<file path="src/sv/brld_pkg.sv">
// ----------------------------------------------------------------------------
// brld_pkg
// Shared constants and types for the byte run-length decoder.
// ----------------------------------------------------------------------------
package brld_pkg;

   localparam int BYTE_W  = 8;
   localparam int COUNT_W = 7;

   // header byte fields
   localparam int REPEAT_BIT = 7;
   localparam logic [COUNT_W-1:0] COUNT_MASK = 7'd127;

   // most repeat copies sent out for the beat that carries the value
   localparam logic [COUNT_W-1:0] BURST = 7'd64;

   // one result beat handed to the output stage
   typedef struct packed {
      logic              valid;
      logic [BYTE_W-1:0] data;
      logic              last;
   } brld_beat_type;

endpackage

</file>
<file path="src/sv/brld_if.sv">
// ----------------------------------------------------------------------------
// brld request / response channels
// Valid/ready channels for compressed input bytes and decoded output bytes.
// ----------------------------------------------------------------------------
interface brld_req_if import brld_pkg::*; ();
   logic              valid;
   logic              ready;
   logic [BYTE_W-1:0] in_byte;

   modport source (output valid, output in_byte, input ready);
   modport sink   (input valid, input in_byte, output ready);
endinterface

interface brld_rsp_if import brld_pkg::*; ();
   logic              valid;
   logic              ready;
   logic [BYTE_W-1:0] out_byte;
   logic              run_end;

   modport source (output valid, output out_byte, output run_end, input ready);
   modport sink   (input valid, input out_byte, input run_end, output ready);
endinterface

</file>
<file path="src/sv/brld_out_stage.sv">
// ----------------------------------------------------------------------------
// brld_out_stage
// Output register: holds one result beat until the sink takes it.
// ----------------------------------------------------------------------------
module brld_out_stage
   import brld_pkg::*;
(
   input  logic          clock,
   input  logic          reset,
   input  brld_beat_type beat,
   output logic          slot_free,
   brld_rsp_if.source    rsp_ch
);

   logic              valid_ff;
   logic [BYTE_W-1:0] data_ff;
   logic              last_ff;

   // slot can take a new beat when empty or being drained this cycle
   assign slot_free = !valid_ff || rsp_ch.ready;

   always_ff @(posedge clock) begin
      if (reset) begin
         valid_ff <= 1'b0;
      end else if (slot_free) begin
         valid_ff <= beat.valid;
      end
      if (slot_free && beat.valid) begin
         data_ff <= beat.data;
         last_ff <= beat.last;
      end
   end

   assign rsp_ch.valid    = valid_ff;
   assign rsp_ch.out_byte = data_ff;
   assign rsp_ch.run_end  = last_ff;

endmodule

</file>
<file path="src/sv/byte_run_length_decoder.sv">
// ----------------------------------------------------------------------------
// byte_run_length_decoder
// Decodes a byte-oriented run-length stream into plain bytes.
// ----------------------------------------------------------------------------
// A header byte with bit 7 set starts a repeat run of (byte & 127) copies of
// the next byte; with bit 7 clear it starts a literal run of that many bytes
// passed through as they arrive. Header and value bytes produce nothing;
// each literal byte produces one output beat in the following cycle, so
// literal data streams at one byte per clock while the sink is ready. A
// repeat run stalls the input while the copy counter drains one beat per
// clock into the output register, when it has room. At most 64 copies go
// out after the value byte; the rest of a longer run is held and sent once
// the following header byte is taken, and the byte after that header waits
// for them. The output beat with the last byte of each run carries run_end.
// A count of zero produces no beats. The output register holds one beat;
// while it is full and the sink is not ready, all input is held off,
// header and value bytes included.
// ----------------------------------------------------------------------------
module byte_run_length_decoder
   import brld_pkg::*;
(
   input  logic       clock,
   input  logic       reset,
   brld_req_if.sink   req_ch,
   brld_rsp_if.source rsp_ch
);

   typedef enum logic [1:0] {
      PH_HEADER  = 2'd0,
      PH_VALUE   = 2'd1,
      PH_LITERAL = 2'd2
   } phase_type;

   phase_type          phase_ff,   phase_in;
   logic [COUNT_W-1:0] remain_ff,  remain_in;   // count from the header
   logic [COUNT_W-1:0] rep_cnt_ff, rep_cnt_in;  // copies to send now
   logic [COUNT_W-1:0] held_ff,    held_in;     // copies held for next beat
   logic [BYTE_W-1:0]  value_ff,   value_in;    // byte being repeated

   brld_beat_type beat;
   logic          slot_free;
   logic          accept;
   logic [COUNT_W-1:0] count;

   // input waits while repeat copies drain or the output cannot take a beat
   assign req_ch.ready = (rep_cnt_ff == '0) && slot_free;
   assign accept       = req_ch.valid && req_ch.ready;
   assign count        = req_ch.in_byte[COUNT_W-1:0] & COUNT_MASK;

   always_comb begin
      phase_in   = phase_ff;
      remain_in  = remain_ff;
      rep_cnt_in = rep_cnt_ff;
      held_in    = held_ff;
      value_in   = value_ff;
      beat       = '0;

      if (rep_cnt_ff != '0) begin
         // repeat drain: one copy per free output slot
         if (slot_free) begin
            beat.valid = 1'b1;
            beat.data  = value_ff;
            beat.last  = (rep_cnt_ff == COUNT_W'(1)) && (held_ff == '0);
            rep_cnt_in = rep_cnt_ff - COUNT_W'(1);
         end
      end else if (accept) begin
         // leftover copies of a long run go out ahead of this beat
         if (held_ff != '0) begin
            rep_cnt_in = held_ff;
            held_in    = '0;
         end
         case (phase_ff)
            PH_VALUE: begin
               value_in  = req_ch.in_byte;
               if (remain_ff > BURST) begin
                  rep_cnt_in = BURST;
                  held_in    = remain_ff - BURST;
               end else begin
                  rep_cnt_in = remain_ff;
                  held_in    = '0;
               end
               remain_in = '0;
               phase_in  = PH_HEADER;
            end
            PH_LITERAL: begin
               beat.valid = 1'b1;
               beat.data  = req_ch.in_byte;
               beat.last  = (remain_ff == COUNT_W'(1));
               remain_in  = remain_ff - COUNT_W'(1);
               if (remain_ff == COUNT_W'(1)) begin
                  phase_in = PH_HEADER;
               end
            end
            default: begin
               // header; unused phase code decodes as header too
               remain_in = count;
               if (req_ch.in_byte[REPEAT_BIT]) begin
                  phase_in = PH_VALUE;
               end else if (count != '0) begin
                  phase_in = PH_LITERAL;
               end else begin
                  phase_in = PH_HEADER;
               end
            end
         endcase
      end
   end

   always_ff @(posedge clock) begin
      if (reset) begin
         phase_ff   <= PH_HEADER;
         remain_ff  <= '0;
         rep_cnt_ff <= '0;
         held_ff    <= '0;
      end else begin
         phase_ff   <= phase_in;
         remain_ff  <= remain_in;
         rep_cnt_ff <= rep_cnt_in;
         held_ff    <= held_in;
      end
      value_ff <= value_in;
   end

   brld_out_stage u_out (
      .clock     (clock),
      .reset     (reset),
      .beat      (beat),
      .slot_free (slot_free),
      .rsp_ch    (rsp_ch)
   );

endmodule

</file>
<file path="src/flat_wrapper.sv">
// flat-port wrapper written by rule: the top's interface ports become plain ports
module byte_run_length_decoder_flat import brld_pkg::*;
  (clock, reset, req_ch_valid, req_ch_in_byte, req_ch_ready, rsp_ch_valid, rsp_ch_out_byte, rsp_ch_run_end, rsp_ch_ready);
  brld_req_if req_ch_i ();
  brld_rsp_if rsp_ch_i ();
  input  logic clock;
  input  logic reset;
  input wire logic [$bits(req_ch_i.valid)-1:0] req_ch_valid;
  input wire logic [$bits(req_ch_i.in_byte)-1:0] req_ch_in_byte;
  output wire logic [$bits(req_ch_i.ready)-1:0] req_ch_ready;
  output wire logic [$bits(rsp_ch_i.valid)-1:0] rsp_ch_valid;
  output wire logic [$bits(rsp_ch_i.out_byte)-1:0] rsp_ch_out_byte;
  output wire logic [$bits(rsp_ch_i.run_end)-1:0] rsp_ch_run_end;
  input wire logic [$bits(rsp_ch_i.ready)-1:0] rsp_ch_ready;
  assign req_ch_i.valid = req_ch_valid;
  assign req_ch_i.in_byte = req_ch_in_byte;
  assign req_ch_ready = req_ch_i.ready;
  assign rsp_ch_valid = rsp_ch_i.valid;
  assign rsp_ch_out_byte = rsp_ch_i.out_byte;
  assign rsp_ch_run_end = rsp_ch_i.run_end;
  assign rsp_ch_i.ready = rsp_ch_ready;
  byte_run_length_decoder u_core (.clock(clock), .reset(reset), .req_ch(req_ch_i), .rsp_ch(rsp_ch_i));
endmodule
</file>
<file path="config.mk">
export PLATFORM = sky130hd
export DESIGN_NAME = byte_run_length_decoder_flat
export DESIGN_NICKNAME = d
export VERILOG_FILES = /design/src/sv/brld_pkg.sv /design/src/sv/brld_if.sv /design/src/sv/brld_out_stage.sv /design/src/sv/byte_run_length_decoder.sv /design/src/flat_wrapper.sv
export SDC_FILE = /design/constraint.sdc
export NUM_CORES = 1
export LEC_CHECK = 0
export CORE_MARGIN = 5
export CORE_UTILIZATION = 46
export DETAILED_ROUTE_END_ITERATION = 7
export DONT_BUFFER_PORTS = 1
export GPL_TIMING_DRIVEN = 1
export PLACE_DENSITY = 0.69
export RECOVER_POWER = 50
export SLEW_MARGIN = 15
export SYNTH_ARGS = -nofsm -noshare
export SYNTH_HDL_FRONTEND = slang
export SYNTH_SLANG_ARGS = --single-unit
</file>
<file path="constraint.sdc">
create_clock -name clock -period 3.3 [get_ports clock]
set_input_delay 0.33 -clock clock [delete_from_list [all_inputs] [get_ports clock]]
set_output_delay 0.33 -clock clock [all_outputs]
set_load 0.1 [all_outputs]
</file>
# [Word-level counts from Yosys, hierarchy flattened]
# Index checks and enable logic that the tools add are counted.
[totals] elab_cells=56 inputBits=12 out_inout_bits=11 regBits=41
[op_classes] bitwise_logic=1 magnitude_cmp=1 n_addsub=3 muxes=18 n_reduce_logical=19 eq_ne=6
[ops] op="7-bit 2-to-1 mux" n=9
[ops] op="10-bit 2-to-1 mux" n=4
[ops] op="7-bit nonzero test" n=3
[ops] op="7-bit by 1-bit equality test with 1-bit output (second input constant)" n=2
[ops] op="7-bit zero test" n=2
[ops] op="7-bit case mux with 2 select lines" n=1
[ops] op="7-bit by 1-bit subtractor with 7-bit output (second input constant)" n=2
[ops] op="3-bit AND reduction" n=4
[ops] op="7-bit > comparator (second input constant)" n=1
[ops] op="7-bit subtractor (second input constant)" n=1
[ops] op="2-bit 2-to-1 mux" n=3
[ops] op="1-bit logical AND" n=4
[ops] op="2-bit by 1-bit != test with 1-bit output (second input constant)" n=2
[ops] op="2-bit case mux with 2 select lines" n=1
[ops] op="2-bit nonzero test" n=2
[ops] op="3-bit nonzero test" n=1
[ops] op="2-bit by 1-bit equality test with 1-bit output (second input constant)" n=1
[ops] op="2-bit equality test (second input constant)" n=1
[ops] op="2-bit AND reduction" n=1
[ops] op="1-bit zero test" n=1
[ops] op="1-bit logical OR" n=1
[ops] op="1-bit inverter" n=1

# [Logic depth before layout (Yosys ltp)]
[depth] ltp_word=7 mapped_depth=7 depth_no_buf=6

# [By module]
# Synthesis repeated with hierarchy kept, for this count alone.
[unflattened] hier_cells=234 hier_area_um2=2219.6
[by_module_without_submodules] mod="byte_run_length_decoder" seq_area_each_um2=700.7 n_inst=1 area_each_um2=1894.3 cells_each=220
[by_module_without_submodules] mod="brld_out_stage" seq_area_each_um2=290.3 n_inst=1 area_each_um2=325.3 cells_each=14

# [Least setup slack after synthesis]
# Ideal clock, no wire load.
[synth_path] path_kind="reg2out" from="reg u_core.u_out.valid_ff (netlist: u_core.u_out.rsp_ch.valid)" to="out req_ch_ready" t_required_ps=2970 slack_ps=676 arrival_time_ps=2294 path_stages_with_launch=3 n_path_buf=0 path_cell_list="dfxtp_1 > nor2b_1 > nor2_1"
[synth_between] elab_chain_cells=3
[synth_rtl] element="start, declared" line="brld_out_stage.sv:15" text="logic valid_ff;"
[synth_rtl] element="start signal, assigned" line="brld_out_stage.sv:26" text="valid_ff <= beat.valid;"
[synth_rtl] element="1-bit zero test" line="brld_out_stage.sv:20" text="assign slot_free = !valid_ff || rsp_ch.ready;"
[synth_rtl] element="1-bit logical OR" line="brld_out_stage.sv:20"
[synth_rtl] element="1-bit logical AND" line="byte_run_length_decoder.sv:46" text="assign req_ch.ready = (rep_cnt_ff == '0) && slot_free;"
[synth_rtl] element="end, declared" line="flat_wrapper.sv:10" text="output wire logic [$bits(req_ch_i.ready)-1:0] req_ch_ready;"
# No other way between the ends.

# [Final worst setup path]
[layout_path] from="reg u_core.rep_cnt_ff[2]" to="reg u_core.value_ff[0] (enable)"
[layout_between] elab_chain_cells=4 word_cells_on_any_way=6 classes_between="bitwise: 1; reduce/logical: 5"
[layout_rtl] element="start, declared" line="byte_run_length_decoder.sv:36" text="logic [COUNT_W-1:0] rep_cnt_ff, rep_cnt_in;"
[layout_rtl] element="start signal, assigned" line="byte_run_length_decoder.sv:118" text="rep_cnt_ff <= rep_cnt_in;"
[layout_rtl] element="7-bit zero test" line="byte_run_length_decoder.sv:46"
[layout_rtl] element="1-bit logical AND" line="byte_run_length_decoder.sv:46"
[layout_rtl] element="1-bit logical AND" line="byte_run_length_decoder.sv:47" text="assign accept = req_ch.valid && req_ch.ready;"
[layout_rtl] element="3-bit AND reduction (no source line) (*)"
[layout_rtl] element="end signal, assigned" line="byte_run_length_decoder.sv:121" text="value_ff <= value_in;"
[layout_rtl] element="end, declared" line="byte_run_length_decoder.sv:38" text="logic [BYTE_W-1:0] value_ff, value_in;"
# Mark *: on every way between the ends. The rest lies on a longest branch, timed or not.
# A chain may end at the register's enable or synchronous reset.

==> run_results.csv <==
group,metric,value,unit
synthesis,muxShareOfSynthArea,0.0136,
clock_tree,cts_root_buf,"clkbuf_8",
placed_design,place_hpwl,3690,um
setup_path,cp_top_family,"simple AND/OR/NAND/NOR gates",
cells_and_area,area_growth,5.32,%
pwr,p_leak,0.808,nW
detailed_routing,avgRoutedWirePerCell,17.6,um
clock_tree,numCtsBuffers,5,
sta,rsz0062_at_grt,"no",
cells_and_area,fillerInstances,452,
die,die_w,79.3,um
sta,fin_skew,0.00678,ns
die,coreArea,0.00469,mm^2
run_status,status,"complete, no violations",
setup_path,crit_arrival,2.65,ns
sta,fin_crit_sh,0.809,
cells_and_area,final_net_count,251,
setup_path,start_kind,"register",
setup_path,slowest_stage,"nor4_2",
worst_hold_path,hold_end,"u_core.u_out.rsp_ch.valid",
setup_path,path_max_fanout,9,
setup_path,r2r_end,"u_core.value_ff[0]",
synthesis,synth_cell_types,55,
cells_and_area,fin_cells,287,
synthesis,synth-async-reset-ratio,0,
detailed_routing,antenna_left,0,
synthesis,avgSynthCellArea,9.57,um^2
placed_design,place_congestion,0.870,
pwr,powerDensity,1060,mW/mm^2
synthesis,yosys.area.top_type,"edfxtp_1",
sta,setup_violations,0,
setup_path,worstSetupEndpointType,"register",
clock_tree,clock_tree.htree_level_count,2,
clock_tree,cts_hold_buf,0,
synthesis,synthSimpleGateAreaFrac,0.212,
sta,whs,0.0736,ns
setup_path,slowest_delay,0.85,ns
global_route,grt_pass1_vias,1719,
global_route,antenna_found_initial,0,
cells_and_area,final_util,0.496,
setup_path,reg2reg_slack,0.63,ns
setup_path,crit_chain,"or4_1 > nor4_2 > and2_1",
detailed_routing,vias_per_cell,6.30,
cells_and_area,antenna_cells,0,
clock_tree,path_clk_slew,0.09,ns
worst_hold_path,hp-class,"input pin to register",
synthesis,synth-compound-area-share,0.241,
clock_tree,post_cts_resized,0,
setup_path,rr_worst_depth,3,
die,die_h,79.3,um
setup_path,crit_type,"register to register",
sta,worst_pin_slew,1.16,ns
sta,tns,0,ns
synthesis,synth_edf_count,17,
clock_tree,cts.path.max_buffers,2,
synthesis,synth_area_leaders,"edfxtp_1 23%, dfxtp_1 22%, ha_1 4.0%",
detailed_routing,drt-initial-drc-count,139,
flow_run,maxCapViolations,0,
synthesis,synth_xor_area_frac,0,
die,row_count,25,
sta,post-route-min-period,2.67,ns
clock_tree,clock-sinks,41,
sta,timing.fmax,0.375,GHz
global_route,grt_pass1_wl,8680,um
die,io_pins,23,
synthesis,netlist_top_cells_count,"24 x dfxtp_1, 23 x nand2_1, 17 x edfxtp_1, 14 x inv_1, 13 x nor2_1",
cells_and_area,layout-drive-gt1-share,0.0815,
synthesis,seq_area_frac_synth,0.448,
global_route,grt_max_degree,24,
die,die-area,0.00629,mm^2
pwr,irDropWorstVdd,0.458,mV
detailed_routing,drc_errors,0,
detailed_routing,first_pass_iters,4,
setup_path,rr_startpoint,"u_core.rep_cnt_ff[2]",
detailed_routing,num_vias,1808,
sta,drv_slew,0,
synthesis,syn-cell-area,0.00221,mm^2
synthesis,yosysMostFrequentCell,"dfxtp_1",
synthesis,syn_inst,231,
pwr,finalPower,2.47,mW
synthesis,synth_top_family_by_area,"compound AO/OA/AOI/OAI gates",
setup_path,cp.buffers_inverters,0,
global_route,gr-total-overflow,0,
synthesis,synthFlopType,"dfxtp_1",
sta,hold_viol_final,0,
synthesis,synth_nets,250,
detailed_routing,wirelength,5060,um
synthesis,synth_seq_cells,41,
synthesis,netlist.area_leader.share,0.231,
synthesis,synthAdderAreaFrac,0.0396,
synthesis,ys_warn_count,0,
setup_path,worst_ep_required_time,3.28,ns
worst_hold_path,hold_start,"reset",
sta,slew_headroom,0.229,
placed_design,portBuffers,0,
placed_design,placed_cells,279,
clock_tree,insertion_delay,0.31,ns
clock_tree,cts_tree,"built",
die,start_util,0.471,
worst_hold_path,hold_depth,1,
clock_tree,post-cts-setup-buffers,0,
global_route,track_usage,0.177,
[per-stage QoR]
stage	instance area (um^2)	setup WS, ns
floorplan	2210	0.676
global placement	2260	0.955
detailed placement	2260	0.920
CTS	2350	0.896
global route	2330	0.437
finish	2330	0.630
[cell type report]
type | instances | area [um^2] | share of cell area
tap | 54 | 67.6 | 0.0290
clock inverter | 3 | 25.0 | 0.0107
inverter | 15 | 56.3 | 0.0242
sequential | 41 | 991 | 0.426
clock buffer | 5 | 68.8 | 0.0296
timing repair buffer | 3 | 15.0 | 0.00645
multi-input combinational | 166 | 1100 | 0.474
[power by group]
| group | total (mW) | leakage, nW | switching [mW] | internal [mW] |
|---|---|---|---|---|
| clock | 0.353 | 0.0452 | 0.198 | 0.154 |
| combinational | 0.924 | 0.402 | 0.599 | 0.326 |
| sequential | 1.20 | 0.361 | 0.513 | 0.685 |
[how the worst max path moves through the flow]
stage / start / endpoint / slack, ns / cells past startpoint
finish: u_core.rep_cnt_ff[2] / u_core.value_ff[0] / 0.63 / 3
global route: u_core.rep_cnt_ff[2] / u_core.value_ff[0] / 0.44 / 3
CTS: u_core.rep_cnt_ff[2] / u_core.value_ff[0] / 0.90 / 3
detailed placement: u_core.rep_cnt_ff[2] / u_core.value_ff[1] / 0.92 / 3
global placement: u_core.rep_cnt_ff[2] / u_core.u_out.rsp_ch.out_byte[0] / 0.96 / 4
floorplan: u_core.u_out.rsp_ch.valid / req_ch_ready / 0.68 / 2
[layout by cell type, fill, tap and decap left out, types with 5 or more instances in the layout]
master,instances
o21ai_0,10
or4_1,5
nand2b_1,8
nor2_1,12
clkbuf_8,5
dfxtp_1,24
inv_1,14
a31oi_1,5
ha_1,7
a21oi_1,10
a211oi_1,6
nor3_1,6
o32ai_1,5
a22o_1,9
nand2_1,23
edfxtp_1,17
nand3_1,6
[per-layer routing]
layer | global-route usage | wire [um] | up-vias
met3 | 0.0363 | 278 | 9
met5 | 0 | 0 | -
met4 | 0.0876 | 100 | 0
li1 | - | - | 878
met2 | 0.263 | 2250 | 73
met1 | 0.244 | 2430 | 848
[sequential cells by signal, indices dropped and copies added (netlist names)]
register	cells
u_core.held_ff	7
u_core.phase_ff	2
u_core.value_ff	8
u_core.remain_ff	7
u_core.u_out.rsp_ch.out_byte	8
u_core.u_out.rsp_ch.valid	1
u_core.rep_cnt_ff	7
u_core.u_out.rsp_ch.run_end	1
[logic make-up (layout without fill, tap and decap cells)]
| family | after synthesis | after routing |
|---|---|---|
| compound gates | 71 | 71 |
| mux | 3 | 3 |
| buf+inv | 24 | 26 |
| simple gates | 85 | 85 |
| flops | 41 | 41 |
| fa+ha+maj | 7 | 7 |
(Power assumes the default switching activity.)
